### src/rtl/core/bced_pkg.sv
// ----------------------------------------------------------------------------
// bced_pkg
// Shared types and constants of the four-key button event detector.
// ----------------------------------------------------------------------------
`default_nettype none

package bced_pkg;

  localparam int unsigned NUM_KEYS   = 4;
  localparam int unsigned LEVELS_W   = 4;
  localparam int unsigned KEY_IDX_W  = 2;
  localparam int unsigned FLAGS_W    = 7;
  localparam int unsigned DIV_W      = 8;
  localparam int unsigned TIMER_W    = 16;
  localparam int unsigned CFG_IDX_W  = 2;
  localparam int unsigned CFG_DATA_W = 16;

  // flag bit positions
  localparam int unsigned FLG_HOLD   = 0;
  localparam int unsigned FLG_DOWN   = 1;
  localparam int unsigned FLG_UP     = 2;
  localparam int unsigned FLG_SINGLE = 3;
  localparam int unsigned FLG_DOUBLE = 4;
  localparam int unsigned FLG_LONG   = 5;
  localparam int unsigned FLG_REPEAT = 6;

  localparam logic [FLAGS_W-1:0] MASK_HOLD_ONLY = FLAGS_W'(1) << FLG_HOLD;

  // reset values of the configuration registers
  localparam logic [DIV_W-1:0]   RST_SAMPLE_DIV = DIV_W'(20);
  localparam logic [TIMER_W-1:0] RST_LONG_TICKS = TIMER_W'(1000);
  localparam logic [TIMER_W-1:0] RST_GAP_TICKS  = TIMER_W'(200);
  localparam logic [TIMER_W-1:0] RST_RPT_TICKS  = TIMER_W'(100);

  typedef enum logic [CFG_IDX_W-1:0] {
    REG_SAMPLE_DIV = 2'd0,
    REG_LONG_TICKS = 2'd1,
    REG_GAP_TICKS  = 2'd2,
    REG_RPT_TICKS  = 2'd3
  } cfg_reg_e;

  typedef enum logic {
    CMD_TICK  = 1'b0,
    CMD_CHECK = 1'b1
  } cmd_e;

  typedef struct packed {
    logic [TIMER_W-1:0] long_ticks;
    logic [TIMER_W-1:0] gap_ticks;
    logic [TIMER_W-1:0] rpt_ticks;
  } timing_cfg_t;

  // per-lane control from the top level
  typedef struct packed {
    logic               tick;    // tick transfer: decrement timer
    logic               sample;  // tick that samples key levels
    logic               level;   // sampled key level
    logic               clear;   // clear masked flags
    logic [FLAGS_W-1:0] mask;
  } lane_ctrl_t;

endpackage

`default_nettype wire

### src/rtl/core/bced_lane.sv
// ----------------------------------------------------------------------------
// bced_lane
// One key: timer, level, click state machine and event flags.
// ----------------------------------------------------------------------------
`default_nettype none

module bced_lane
  import bced_pkg::*;
(
  input  wire logic               clk_i,
  input  wire logic               rst_ni,
  input  wire timing_cfg_t        cfg_i,
  input  wire lane_ctrl_t         ctrl_i,
  output logic [FLAGS_W-1:0]      flags_o
);

  typedef enum logic [2:0] {
    ST_IDLE    = 3'd0,
    ST_PRESSED = 3'd1,
    ST_GAP     = 3'd2,
    ST_SECOND  = 3'd3,
    ST_REPEAT  = 3'd4
  } click_state_e;

  click_state_e       state_q, state_d;
  logic [TIMER_W-1:0] timer_q, timer_d, timer_dec;
  logic               level_q, level_d;
  logic [FLAGS_W-1:0] flags_q, flags_d;
  logic               expired;

  always_comb begin
    timer_dec = (timer_q != '0) ? timer_q - TIMER_W'(1) : timer_q;
    expired   = (timer_dec == '0);
    state_d   = state_q;
    timer_d   = timer_q;
    level_d   = level_q;
    flags_d   = flags_q;

    if (ctrl_i.tick) begin
      timer_d = timer_dec;
      if (ctrl_i.sample) begin
        level_d           = ctrl_i.level;
        flags_d[FLG_HOLD] = ctrl_i.level;
        if (ctrl_i.level && !level_q) flags_d[FLG_DOWN] = 1'b1;
        if (!ctrl_i.level && level_q) flags_d[FLG_UP] = 1'b1;

        unique case (state_q)
          ST_IDLE: begin
            if (ctrl_i.level) begin
              timer_d = cfg_i.long_ticks;
              state_d = ST_PRESSED;
            end
          end
          ST_PRESSED: begin
            if (!ctrl_i.level) begin
              timer_d = cfg_i.gap_ticks;
              state_d = ST_GAP;
            end else if (expired) begin
              timer_d           = cfg_i.rpt_ticks;
              flags_d[FLG_LONG] = 1'b1;
              state_d           = ST_REPEAT;
            end
          end
          ST_GAP: begin
            if (ctrl_i.level) begin
              flags_d[FLG_DOUBLE] = 1'b1;
              state_d             = ST_SECOND;
            end else if (expired) begin
              flags_d[FLG_SINGLE] = 1'b1;
              state_d             = ST_IDLE;
            end
          end
          ST_SECOND: begin
            if (!ctrl_i.level) state_d = ST_IDLE;
          end
          ST_REPEAT: begin
            if (!ctrl_i.level) begin
              state_d = ST_IDLE;
            end else if (expired) begin
              timer_d             = cfg_i.rpt_ticks;
              flags_d[FLG_REPEAT] = 1'b1;
            end
          end
          default: state_d = ST_IDLE;
        endcase
      end
    end else if (ctrl_i.clear) begin
      flags_d = flags_q & ~ctrl_i.mask;
    end
  end

  always_ff @(posedge clk_i or negedge rst_ni) begin
    if (!rst_ni) begin
      state_q <= ST_IDLE;
      timer_q <= '0;
      level_q <= 1'b0;
      flags_q <= '0;
    end else begin
      state_q <= state_d;
      timer_q <= timer_d;
      level_q <= level_d;
      flags_q <= flags_d;
    end
  end

  assign flags_o = flags_q;

endmodule

`default_nettype wire

### src/rtl/core/bced_merge.sv
// ----------------------------------------------------------------------------
// bced_merge
// Picks the queried key's flags, forms the hit and the per-lane clear.
// ----------------------------------------------------------------------------
`default_nettype none

module bced_merge
  import bced_pkg::*;
(
  input  wire logic                 check_i,
  input  wire logic [KEY_IDX_W-1:0] key_index_i,
  input  wire logic [FLAGS_W-1:0]   flag_mask_i,
  input  wire logic [FLAGS_W-1:0]   lane_flags_i [NUM_KEYS],
  output logic                      hit_o,
  output logic [FLAGS_W-1:0]        key_flags_o,
  output logic [NUM_KEYS-1:0]       clear_o
);

  logic [FLAGS_W-1:0]  sel_flags;
  logic [NUM_KEYS-1:0] sel;

  always_comb begin
    sel_flags = '0;
    for (int unsigned k = 0; k < NUM_KEYS; k++) begin
      sel[k] = (32'(key_index_i) == k);
      if (sel[k]) sel_flags = sel_flags | lane_flags_i[k];
    end
  end

  assign key_flags_o = sel_flags;
  assign hit_o       = |(sel_flags & flag_mask_i);

  // a hold-only query leaves the flags alone
  assign clear_o = (check_i && hit_o && (flag_mask_i != MASK_HOLD_ONLY)) ? sel : '0;

endmodule

`default_nettype wire

### src/rtl/core/button_click_event_detector.sv
// ----------------------------------------------------------------------------
// button_click_event_detector
// Single, double, long and auto-repeat press detector for four keys.
// ----------------------------------------------------------------------------
// The result of an input transfer appears in the output register in the next cycle.
// Throughput: one item per cycle when the output register can take it; a tick
//   steps each key lane's timer, a sampling tick its state machine and flags.
// Input is taken whenever the output register is empty or being drained.
// Reset (rst_ni low, asynchronous): all flags, timers and states cleared,
//   registers back to their defaults, output register empty.
`default_nettype none

module button_click_event_detector
  import bced_pkg::*;
(
  input  wire logic                  clk_i,
  input  wire logic                  rst_ni,
  input  wire logic                  cfg_we_i,
  input  wire logic [CFG_IDX_W-1:0]  cfg_index_i,
  input  wire logic [CFG_DATA_W-1:0] cfg_wdata_i,
  input  wire logic                  in_valid_i,
  output logic                       in_ready_o,
  input  wire logic                  cmd_i,
  input  wire logic [LEVELS_W-1:0]   key_levels_i,
  input  wire logic [KEY_IDX_W-1:0]  key_index_i,
  input  wire logic [FLAGS_W-1:0]    flag_mask_i,
  output logic                       out_valid_o,
  input  wire logic                  out_ready_i,
  output logic                       hit_o,
  output logic [FLAGS_W-1:0]         key_flags_o
);

  logic [DIV_W-1:0]   div_q;
  timing_cfg_t        tcfg_q;
  logic [DIV_W-1:0]   presc_q, presc_d, presc_inc;
  logic               in_xfer, tick, check, sample;
  lane_ctrl_t         lane_ctrl [NUM_KEYS];
  logic [FLAGS_W-1:0] lane_flags [NUM_KEYS];
  logic               m_hit;
  logic [FLAGS_W-1:0] m_flags;
  logic [NUM_KEYS-1:0] clear;
  logic               out_valid_q;
  logic               hit_q;
  logic [FLAGS_W-1:0] key_flags_q;

  assign in_ready_o = !out_valid_q || out_ready_i;
  assign in_xfer    = in_valid_i && in_ready_o;
  assign tick       = in_xfer && (cmd_i == CMD_TICK);
  assign check      = in_xfer && (cmd_i == CMD_CHECK);

  // configuration registers
  always_ff @(posedge clk_i or negedge rst_ni) begin
    if (!rst_ni) begin
      div_q             <= RST_SAMPLE_DIV;
      tcfg_q.long_ticks <= RST_LONG_TICKS;
      tcfg_q.gap_ticks  <= RST_GAP_TICKS;
      tcfg_q.rpt_ticks  <= RST_RPT_TICKS;
    end else if (cfg_we_i) begin
      unique case (cfg_reg_e'(cfg_index_i))
        REG_SAMPLE_DIV: div_q             <= cfg_wdata_i[DIV_W-1:0];
        REG_LONG_TICKS: tcfg_q.long_ticks <= cfg_wdata_i[TIMER_W-1:0];
        REG_GAP_TICKS:  tcfg_q.gap_ticks  <= cfg_wdata_i[TIMER_W-1:0];
        REG_RPT_TICKS:  tcfg_q.rpt_ticks  <= cfg_wdata_i[TIMER_W-1:0];
        default: ;
      endcase
    end
  end

  // sample prescaler
  always_comb begin
    presc_inc = presc_q + DIV_W'(1);
    sample    = tick && (presc_inc >= div_q);
    presc_d   = presc_q;
    if (tick) presc_d = sample ? '0 : presc_inc;
  end

  always_ff @(posedge clk_i or negedge rst_ni) begin
    if (!rst_ni) presc_q <= '0;
    else         presc_q <= presc_d;
  end

  for (genvar k = 0; k < NUM_KEYS; k++) begin : g_lane
    if (k < LEVELS_W) begin : g_lvl
      assign lane_ctrl[k].level = key_levels_i[k];
    end else begin : g_nolvl
      assign lane_ctrl[k].level = 1'b0;
    end
    assign lane_ctrl[k].tick   = tick;
    assign lane_ctrl[k].sample = sample;
    assign lane_ctrl[k].clear  = clear[k];
    assign lane_ctrl[k].mask   = flag_mask_i;

    bced_lane u_lane (
      .clk_i   (clk_i),
      .rst_ni  (rst_ni),
      .cfg_i   (tcfg_q),
      .ctrl_i  (lane_ctrl[k]),
      .flags_o (lane_flags[k])
    );
  end

  bced_merge u_merge (
    .check_i      (check),
    .key_index_i  (key_index_i),
    .flag_mask_i  (flag_mask_i),
    .lane_flags_i (lane_flags),
    .hit_o        (m_hit),
    .key_flags_o  (m_flags),
    .clear_o      (clear)
  );

  // output register
  always_ff @(posedge clk_i or negedge rst_ni) begin
    if (!rst_ni) begin
      out_valid_q <= 1'b0;
    end else if (in_xfer) begin
      out_valid_q <= 1'b1;
    end else if (out_ready_i) begin
      out_valid_q <= 1'b0;
    end
  end

  always_ff @(posedge clk_i) begin
    if (in_xfer) begin
      hit_q       <= check ? m_hit : 1'b0;
      key_flags_q <= check ? m_flags : '0;
    end
  end

  assign out_valid_o = out_valid_q;
  assign hit_o       = hit_q;
  assign key_flags_o = key_flags_q;

  a_tick_zero: assert property (@(posedge clk_i) disable iff (!rst_ni)
    tick |=> (!hit_q && key_flags_q == '0))
    else $error("tick result not zero");

  a_hit_flags: assert property (@(posedge clk_i) disable iff (!rst_ni)
    (out_valid_q && hit_q) |-> (key_flags_q != '0))
    else $error("hit with empty flag byte");

  a_clear_one: assert property (@(posedge clk_i) disable iff (!rst_ni)
    $onehot0(clear) && (clear == '0 || check))
    else $error("bad lane clear vector");

  a_presc_restart: assert property (@(posedge clk_i) disable iff (!rst_ni)
    sample |=> (presc_q == '0))
    else $error("prescaler did not restart after sample");

endmodule

`default_nettype wire
### config.mk
export PLATFORM = sky130hd
export DESIGN_NAME = button_click_event_detector
export DESIGN_NICKNAME = d
export VERILOG_FILES = /design/src/rtl/core/bced_pkg.sv /design/src/rtl/core/bced_lane.sv /design/src/rtl/core/bced_merge.sv /design/src/rtl/core/button_click_event_detector.sv
export SDC_FILE = /design/constraint.sdc
export NUM_CORES = 1
export LEC_CHECK = 0
export BUFFER_PORTS_ARGS = -buffer_cell sky130_fd_sc_hd__buf_2
export CAP_MARGIN = 20
export CORE_ASPECT_RATIO = 0.5
export CORE_MARGIN = 4
export CORE_UTILIZATION = 30
export CTS_CLUSTER_SIZE = 12
export DETAILED_ROUTE_END_ITERATION = 8
export PLACE_DENSITY = 0.54
export SLEW_MARGIN = 20
export SYNTH_ARGS = -nofsm -noshare
export SYNTH_HDL_FRONTEND = slang
export SYNTH_HIERARCHICAL = 1
export SYNTH_SLANG_ARGS = --single-unit
### constraint.sdc
create_clock -name clk_i -period 5.6 [get_ports clk_i]
set_clock_uncertainty 0.15 [all_clocks]
set_input_delay 0.56 -clock clk_i [delete_from_list [all_inputs] [get_ports clk_i]]
set_output_delay 0.56 -clock clk_i [all_outputs]
set_load 0.005 [all_outputs]
==> out/summary.json, run 1 <==
{
  "status": "finished, final reports clean",
  "std_cell_rows": 56,
  "synth_compound_gate_area_share_pct": 25.9,
  "max-cap-violations": 0,
  "die_extent_in_x_um": 316,
  "synthCells": 1735,
  "post_syn_nets": 1789,
  "dr.first_iter.drc_count": 1702,
  "dp.final_hpwl_um": 36600,
  "portion_of_netlist_area_occupied_by_mux_cells_pct": 6.49,
  "coreArea_um2": 46800,
  "synth_fa_ha_area_share_pct": 1.50,
  "final.min_clock_period_ns": 4.54,
  "ys_top_cells_by_count": "228 x sky130_fd_sc_hd__nand2_1, 159 x sky130_fd_sc_hd__dfrtp_1, 137 x sky130_fd_sc_hd__o21ai_0",
  "finalMaxSlewViolations": 0,
  "detailed_place.area_um2": 14800,
  "route.final.wire_length_um": 53300,
  "route.antenna.remaining_nets": 0,
  "antenna_found_initial": 1,
  "drt-vias-per-instance": 5.92,
  "cp_slowest_stage_delay_ns": 0.92,
  "grt_first_pass_wirelength_um": 81000,
  "worst-path-max-fanout": 20,
  "rsz0062_at_grt": "false",
  "worst_pin_slew_ns": 1.06,
  "critical_path_start_end_classification": "register to register",
  "ys_async_sr_fraction_pct": 95.6,
  "cts_buffer_depth": 2,
  "via_count": 13900,
  "synth_most_common_cell": "sky130_fd_sc_hd__nand2_1",
  "total_number_of_nets_in_the_final_design": 1749,
  "synthTopCellsByArea": "sky130_fd_sc_hd__dfrtp_1 28%, sky130_fd_sc_hd__nand2_1 6.0%, sky130_fd_sc_hd__o21ai_0 4.8%",
  "grt_max_degree": 157,
  "syn_to_final_growth_pct": 8.53,
  "critPathRequiredTime_ns": 5.78,
  "fin_util_pct": 32.9,
  "timing.hold.worst.class": "input port to register",
  "total_leakage_power_nw": 5.85,
  "synth_top_cell_area_share_pct": 28.0,
  "synthDominantAreaCellType": "sky130_fd_sc_hd__dfrtp_1",
  "detailedPlace.worstSlack_ns": 1.11,
  "yosys_most_used_dff": "sky130_fd_sc_hd__dfrtp_1",
  "share_of_synthesized_area_occupied_by_flip_flops_and_latches_pct": 32.3,
  "floorplan.die_area_um2": 51100,
  "cts_root_buf": "sky130_fd_sc_hd__clkbuf_16",
  "initial_core_util_pct": 30.3,
  "min_period_over_period_pct": 81.1,
  "clock_insertion_delay_worst_skew_ns": 0.46,
  "end_kind": "register",
  "finalSetupViolations": 0,
  "route.detailed.drc": 0,
  "route.detailed.wl_per_inst_um": 22.7,
  "tritoncts": "done",
  "io_pins": 47,
  "number_of_setup_buffers_added_after_cts": 0,
  "avgSynthCellArea_um2": 8.18,
  "numPortBuffers": 46,
  "n_antenna_cell": 0,
  "post_synth_edffs": 8,
  "synth.lib_cells_used.distinct": 104,
  "cts_resized": 0,
  "max_transition_margin_pct": 29.2,
  "yosys.area_share.simple_pct": 26.4,
  "grt_util_all_layers_pct": 20.6,
  "hold_viol": 0,
  "ys_seq_elements": 181,
  "place_congestion": 0.951,
  "cts_num_sinks": 181,
  "crit_path_cell_trace": "nand2_1 -> nor2_1 -> nand3_1 -> xnor2_1 -> ha_1 -> nand4_1 -> o31ai_4 -> and2_2 -> nor3b_1 -> nand2_1 -> nor2_1 -> o21ai_0 -> a21oi_1 -> a21oi_1",
  "cts_hold_buf": 1,
  "fin_ws_ns": 1.06,
  "via_count_of_the_first_global_routing_pass": 12700,
  "cp-start-kind": "register",
  "cp_data_arrival_time_ns": 4.72,
  "cellPowerDensity_nw_per_um2": 318,
  "total_power_mw": 4.90,
  "cts.reportedPaths.clkPinSlew_ns": 0.09,
  "final.fill_count": 4987,
  "vdd_drop_max_mv": 0.181,
  "tritoncts_buffer_count": 17,
  "die_height_um": 162,
  "final_cell_area_um2": 15400,
  "critPathSlowestCell": "sky130_fd_sc_hd__nor3b_1",
  "cts_max_level": 4,
  "drt_pass1_iterations": 6,
  "ys_warn_count": 6,
  "syn_area_um2": 14200,
  "fmaxAchievable_mhz": 220,
  "post_route_cells_drive_above_1_share_pct": 14.0,
  "synth-xor-area-share_pct": 2.10,
  "timing.setup.tns_ns": 0,
  "synth_top_family_by_area": "simple AND/OR/NAND/NOR gates",
  "overflow": 0
}
worst max-delay path: cells and delay by family (launching register included):
| family | cells | cell delay [ns] |
|---|---|---|
| AOI/OAI and AO/OA | 4 | 0.81 |
| xor gates and xnor gates | 1 | 0.15 |
| adders and majority gates | 1 | 0.29 |
| DFF | 1 | 0.44 |
| and+or+nand+nor | 8 | 2.56 |
area by class of cell:
type,count,area [µm²],share of cell area (%)
clock buffer,18,429,2.78
timing repair buffer,66,424,2.75
clock inverter,14,155,1.01
multi-input combinational,1390,8870,57.5
tap,638,798,5.18
sequential,181,4590,29.8
inverter,39,149,0.966
metrics by stage:
stage	hold slack, ns	instances
CTS	0.148	2344
finish	0.170	2346
global placement	0.293	2311
global route	0.189	2346
floorplan	0.114	1735
detailed placement	0.292	2311
cell families after synthesis:
logic type / after synthesis
AOI/OAI and AO/OA: 564
and+or+nand+nor: 696
DFF: 181
xor gates and xnor gates: 34
buffers and inverters: 164
adders and majority gates: 17
muxes: 79
path summary, 6_finish.rpt:
| path | start | endpoint | slack (ns) | depth (start not counted) |
|---|---|---|---|---|
| max reg2reg | presc_q[2]$_DFFE_PN0P_ | g_lane[0].u_lane/timer_q[11]$_DFFE_PN0P_ | 1.06 | 14 |
| min reg2reg | g_lane[0].u_lane/level_q$_DFFE_PN0P_ | g_lane[0].u_lane/flags_o[1]$_DFFE_PN0P_ | 0.35 | 1 |
| max in group asynchronous | rst_ni | div_q[1]$_DFFE_PN0P_ | 3.78 | 3 |
| min in group asynchronous | rst_ni | g_lane[1].u_lane/timer_q[11]$_DFFE_PN0P_ | 0.36 | 2 |
| min | in_valid_i | out_valid_o$_DFFE_PN0P_ | 0.17 | 2 |
| max | presc_q[2]$_DFFE_PN0P_ | g_lane[0].u_lane/timer_q[11]$_DFFE_PN0P_ | 1.06 | 14 |
report_power, final:
group / switching (mW) / internal [mW]
sequential: 0.668 / 1.56
clock: 0.649 / 0.602
combinational: 0.799 / 0.623
registers in the layout (all words and copies together) (netlist names):
register and count:
g_lane.u_lane/state_q 12, key_flags_o 7, tcfg_q 48, g_lane.u_lane/level_q 4, out_valid_o 1, g_lane.u_lane/timer_q 64, div_q 8, g_lane.u_lane/flags_o 28
presc_q 8, hit_o 1
routing by layer:
layer / vias to the layer above / GRT usage [%] / wire length [µm]
met5: - / 0 / 13
met4: 2 / 8.32 / 2260
met3: 108 / 4.50 / 4360
met2: 606 / 31.5 / 23300
met1: 6758 / 28.3 / 23400
li1: 6417 / - / -
layout by cell type (no fill, tap or decap), types with 19 or more instances in the layout:
cell / n
sky130_fd_sc_hd__mux2_2: 54
sky130_fd_sc_hd__xnor2_1: 21
sky130_fd_sc_hd__a31oi_1: 48
sky130_fd_sc_hd__dfrtp_1: 159
sky130_fd_sc_hd__nand3_1: 62
sky130_fd_sc_hd__nand2_1: 228
sky130_fd_sc_hd__a221oi_1: 20
sky130_fd_sc_hd__buf_2: 45
sky130_fd_sc_hd__inv_1: 37
sky130_fd_sc_hd__o22ai_1: 22
sky130_fd_sc_hd__a21o_1: 23
sky130_fd_sc_hd__nand2b_1: 24
sky130_fd_sc_hd__a21oi_1: 128
sky130_fd_sc_hd__o21ai_0: 137
sky130_fd_sc_hd__mux2i_1: 19
sky130_fd_sc_hd__nor2_1: 117
sky130_fd_sc_hd__o211ai_1: 21
sky130_fd_sc_hd__nor3_1: 44
sky130_fd_sc_hd__and2_1: 25
sky130_fd_sc_hd__nand4_1: 21
No activity file was read; power rests on OpenSTA's default activity.
==> inputs of run 2 (changes only) <==
- clock period: 5.6 -> 4.21 ns (I/O delays scaled with it)
==> run 2 against run 1 <==
Die area is the same. Sequential share of layout area fell by 0.37 points. Count of clock-buffer cells in the layout is the same. Final cell count is 0.98% higher. Via count increased by 0.63%. Worst setup slack lost 0.76 ns. Final area is 1.3% higher.
==> out/summary.json, run 2 (same netlist as run 1, synthesis figures left out) <==
{
  "status": "finished, final reports clean",
  "rsz0062_at_grt": "false",
  "cts_buffer_depth": {"value": 2, "change": "unchanged"},
  "finalSetupViolations": {"value": 0, "change": "unchanged"},
  "route.detailed.drc": {"value": 0, "change": "unchanged"},
  "final-seq-area": {"value": 4590, "unit": "µm²", "change": "unchanged"},
  "route.detailed.wl_per_inst": {"value": 22.6, "unit": "µm", "change": "-0.37%"},
  "grt_max_degree": {"value": 156, "change": "-0.64%"},
  "coreArea": {"value": 46800, "unit": "µm²", "change": "unchanged"},
  "drt-vias-per-instance": {"value": 5.90, "change": "-0.34%"},
  "multiInputGateArea": {"value": 8880, "unit": "µm²", "change": "about the same"},
  "min_period_over_period": {"value": 93.0, "unit": "%", "change": "+12 points"},
  "io_pins": {"value": 47, "change": "unchanged"},
  "final_common_cell": "sky130_fd_sc_hd__nand2_1",
  "hold_viol": {"value": 0, "change": "unchanged"},
  "crit_path_cell_trace": "ha_1 -> nand3_1 -> nor2_1 -> xor2_1 -> ha_1 -> nand4_1 -> o31ai_4 -> and2_4 -> buf_4 -> nand2_1 -> or3_1 -> a221oi_1 -> nor4_1 -> a211o_1",
  "via_count_of_the_first_global_routing_pass": {"value": 12900, "change": "+1.2%"},
  "cts.reportedPaths.clkPinSlew": {"value": 0.08, "unit": "ns", "change": "about the same"},
  "worst-path-max-fanout": {"value": 11, "change": "-45%"},
  "max-cap-violations": {"value": 0, "change": "unchanged"},
  "whs": {"value": 0.0279, "unit": "ns", "change": "-0.142 ns"},
  "tritoncts": "done",
  "fmaxAchievable": {"value": 255, "unit": "MHz", "change": "+16%"},
  "fin_ws": {"value": 0.295, "unit": "ns", "change": "-0.764 ns"},
  "fin_util": {"value": 33.3, "unit": "%", "change": "+0.41 points"},
  "vdd_drop_max": {"value": 0.240, "unit": "mV", "change": "+33%"},
  "route.antenna.remaining_nets": {"value": 0, "change": "unchanged"},
  "dp.final_hpwl": {"value": 37300, "unit": "µm", "change": "+2.0%"},
  "tritoncts_buffer_count": {"value": 17, "change": "unchanged"},
  "overflow": {"value": 0, "change": "unchanged"},
  "dr.first_iter.drc_count": {"value": 1635, "change": "-3.9%"},
  "layout_common_cells": "227 x sky130_fd_sc_hd__nand2_1, 159 x sky130_fd_sc_hd__dfrtp_1, 137 x sky130_fd_sc_hd__o21ai_0, 128 x sky130_fd_sc_hd__a21oi_1, 117 x sky130_fd_sc_hd__nor2_1",
  "total_power": {"value": 6.54, "unit": "mW", "change": "+34%"},
  "total_number_of_nets_in_the_final_design": {"value": 1772, "change": "+1.3%"},
  "critical_path_start_end_classification": "register to register",
  "std_cell_rows": {"value": 56, "change": "unchanged"},
  "detailedPlace.worstSlack": {"value": 0.232, "unit": "ns", "change": "-0.875 ns"},
  "route.final.wire_length": {"value": 53600, "unit": "µm", "change": "+0.61%"},
  "critPathSlowestCell": "sky130_fd_sc_hd__or3_1",
  "drt_pass1_iterations": {"value": 7, "change": "+1"},
  "end_kind": "register",
  "die_height": {"value": 162, "unit": "µm", "change": "unchanged"},
  "finalMaxSlewViolations": {"value": 0, "change": "unchanged"},
  "max_transition_margin": {"value": 27.6, "unit": "%", "change": "-1.7 points"},
  "cts_max_level": {"value": 4, "change": "unchanged"},
  "floorplan.die_area": {"value": 51100, "unit": "µm²", "change": "unchanged"},
  "grt_first_pass_wirelength": {"value": 81200, "unit": "µm", "change": "+0.26%"},
  "timing.setup.tns": {"value": 0, "unit": "ns", "change": "unchanged"},
  "total_leakage_power": {"value": 5.97, "unit": "nW", "change": "+2.1%"},
  "initial_core_util": {"value": 30.3, "unit": "%", "change": "unchanged"},
  "critPathRequiredTime": {"value": 4.41, "unit": "ns", "change": "-1.37 ns"},
  "timing.hold.worst.class": "input port to register",
  "cp_data_arrival_time": {"value": 4.11, "unit": "ns", "change": "-0.61 ns"},
  "cts_num_sinks": {"value": 181, "change": "unchanged"},
  "cellPowerDensity": {"value": 419, "unit": "nW/µm²", "change": "+32%"},
  "via_count": {"value": 14000, "change": "+0.63%"},
  "max_flop_register": "g_lane.u_lane/timer_q",
  "die_extent_in_x": {"value": 316, "unit": "µm", "change": "unchanged"},
  "cp-start-kind": "register",
  "largest_reg_flops": {"value": 64, "change": "unchanged"},
  "antenna_found_initial": {"value": 1, "change": "unchanged"},
  "post_route_cells_drive_above_1_share": {"value": 15.3, "unit": "%", "change": "+1.3 points"},
  "clock_insertion_delay_worst_skew": {"value": 0.46, "unit": "ns", "change": "about the same"},
  "numPortBuffers": {"value": 46, "change": "unchanged"},
  "final.min_clock_period": {"value": 3.92, "unit": "ns", "change": "-0.626 ns"},
  "n_antenna_cell": {"value": 0, "change": "unchanged"},
  "crit_path_frequent_cell": "sky130_fd_sc_hd__ha_1",
  "grt_util_all_layers": {"value": 20.6, "unit": "%", "change": "+0.055 points"},
  "place_congestion": {"value": 0.933, "change": "-1.9%"},
  "cp_slowest_stage_delay": {"value": 0.48, "unit": "ns", "change": "-0.44 ns"},
  "final.fill_count": {"value": 4983, "change": "-0.080%"},
  "number_of_setup_buffers_added_after_cts": {"value": 0, "change": "unchanged"},
  "syn_to_final_growth_pct": 9.89,
  "worst_pin_slew": {"value": 1.08, "unit": "ns", "change": "+0.0223 ns"},
  "cts_root_buf": "sky130_fd_sc_hd__clkbuf_16"
}
==> run 2: changes by cell type in the layout (fill, tap and decap cells not counted), sizes merged <==
cell    previous run  this run
clkinv             6         5
bufinv             0         1
buf               64        87
==> run 2: what timing repair did <==
action                                  4_1_cts  5_1_grt
endpoints found under the setup margin        0        3
hold buffers                                  1        0
resized for setup                             0        3
endpoints found under the hold margin        50        0
==> run 2: critical path: cells and delay by family, from the launching register on <==
family          cells  cell delay [ns]
buf+inv             1             0.23
compound gates      3             0.96
simple gates        7             1.39
fa+ha+maj           2             0.54
flops               1             0.42
xor+xnor            1             0.10
==> run 2: area by class of cell <==
class | count | share of cell area (%)
Clock buffer | 18 | 2.75
Tap cell | 638 | 5.12
Sequential cell | 181 | 29.4
Multi-Input combinational cell | 1390 | 56.9
Timing Repair Buffer | 89 | 3.86
Inverter | 39 | 0.954
Clock inverter | 14 | 1.03
==> run 2: path summary, 6_finish.rpt <==
check	endpoint	from	cells past startpoint	slack [ns]
max	g_lane[3].u_lane/timer_q[10]$_DFFE_PN0P_	presc_q[0]$_DFFE_PN0P_	14	0.29
min	out_valid_o$_DFFE_PN0P_	in_valid_i	2	0.03
max reg2reg	g_lane[3].u_lane/timer_q[10]$_DFFE_PN0P_	presc_q[0]$_DFFE_PN0P_	14	0.29
min reg2reg	g_lane[0].u_lane/flags_o[1]$_DFFE_PN0P_	g_lane[0].u_lane/level_q$_DFFE_PN0P_	1	0.34
max in group asynchronous	tcfg_q[6]$_DFFE_PN1P_	rst_ni	3	2.39
min in group asynchronous	g_lane[1].u_lane/timer_q[11]$_DFFE_PN0P_	rst_ni	2	0.50
==> run 2: through the flow <==
stage,cells,area (µm²)
final,2369,15600
after global routing,2369,15600
after CTS,2369,15600
after detailed placement,2336,15000
after global placement,2336,15000
after floorplan,1735,14200
==> run 2: power by group <==
part           switching (mW)  total, mW  leakage (nW)  internal (mW)
logic                    1.07       1.91          3.50          0.843
clock network           0.826       1.68         0.291          0.850
registers               0.886       2.95          2.18           2.07
==> run 2: routing by layer <==
| metal | part of all wire, % | GRT usage [%] | wire length, µm | vias up |
|---|---|---|---|---|
| met5 | 0 | 0 | 0 | - |
| met4 | 4.4 | 8.52 | 2350 | 0 |
| met3 | 8.4 | 4.70 | 4500 | 103 |
| met2 | 44 | 31.5 | 23400 | 567 |
| met1 | 44 | 28.2 | 23300 | 6863 |
| li1 | - | - | - | 6446 |
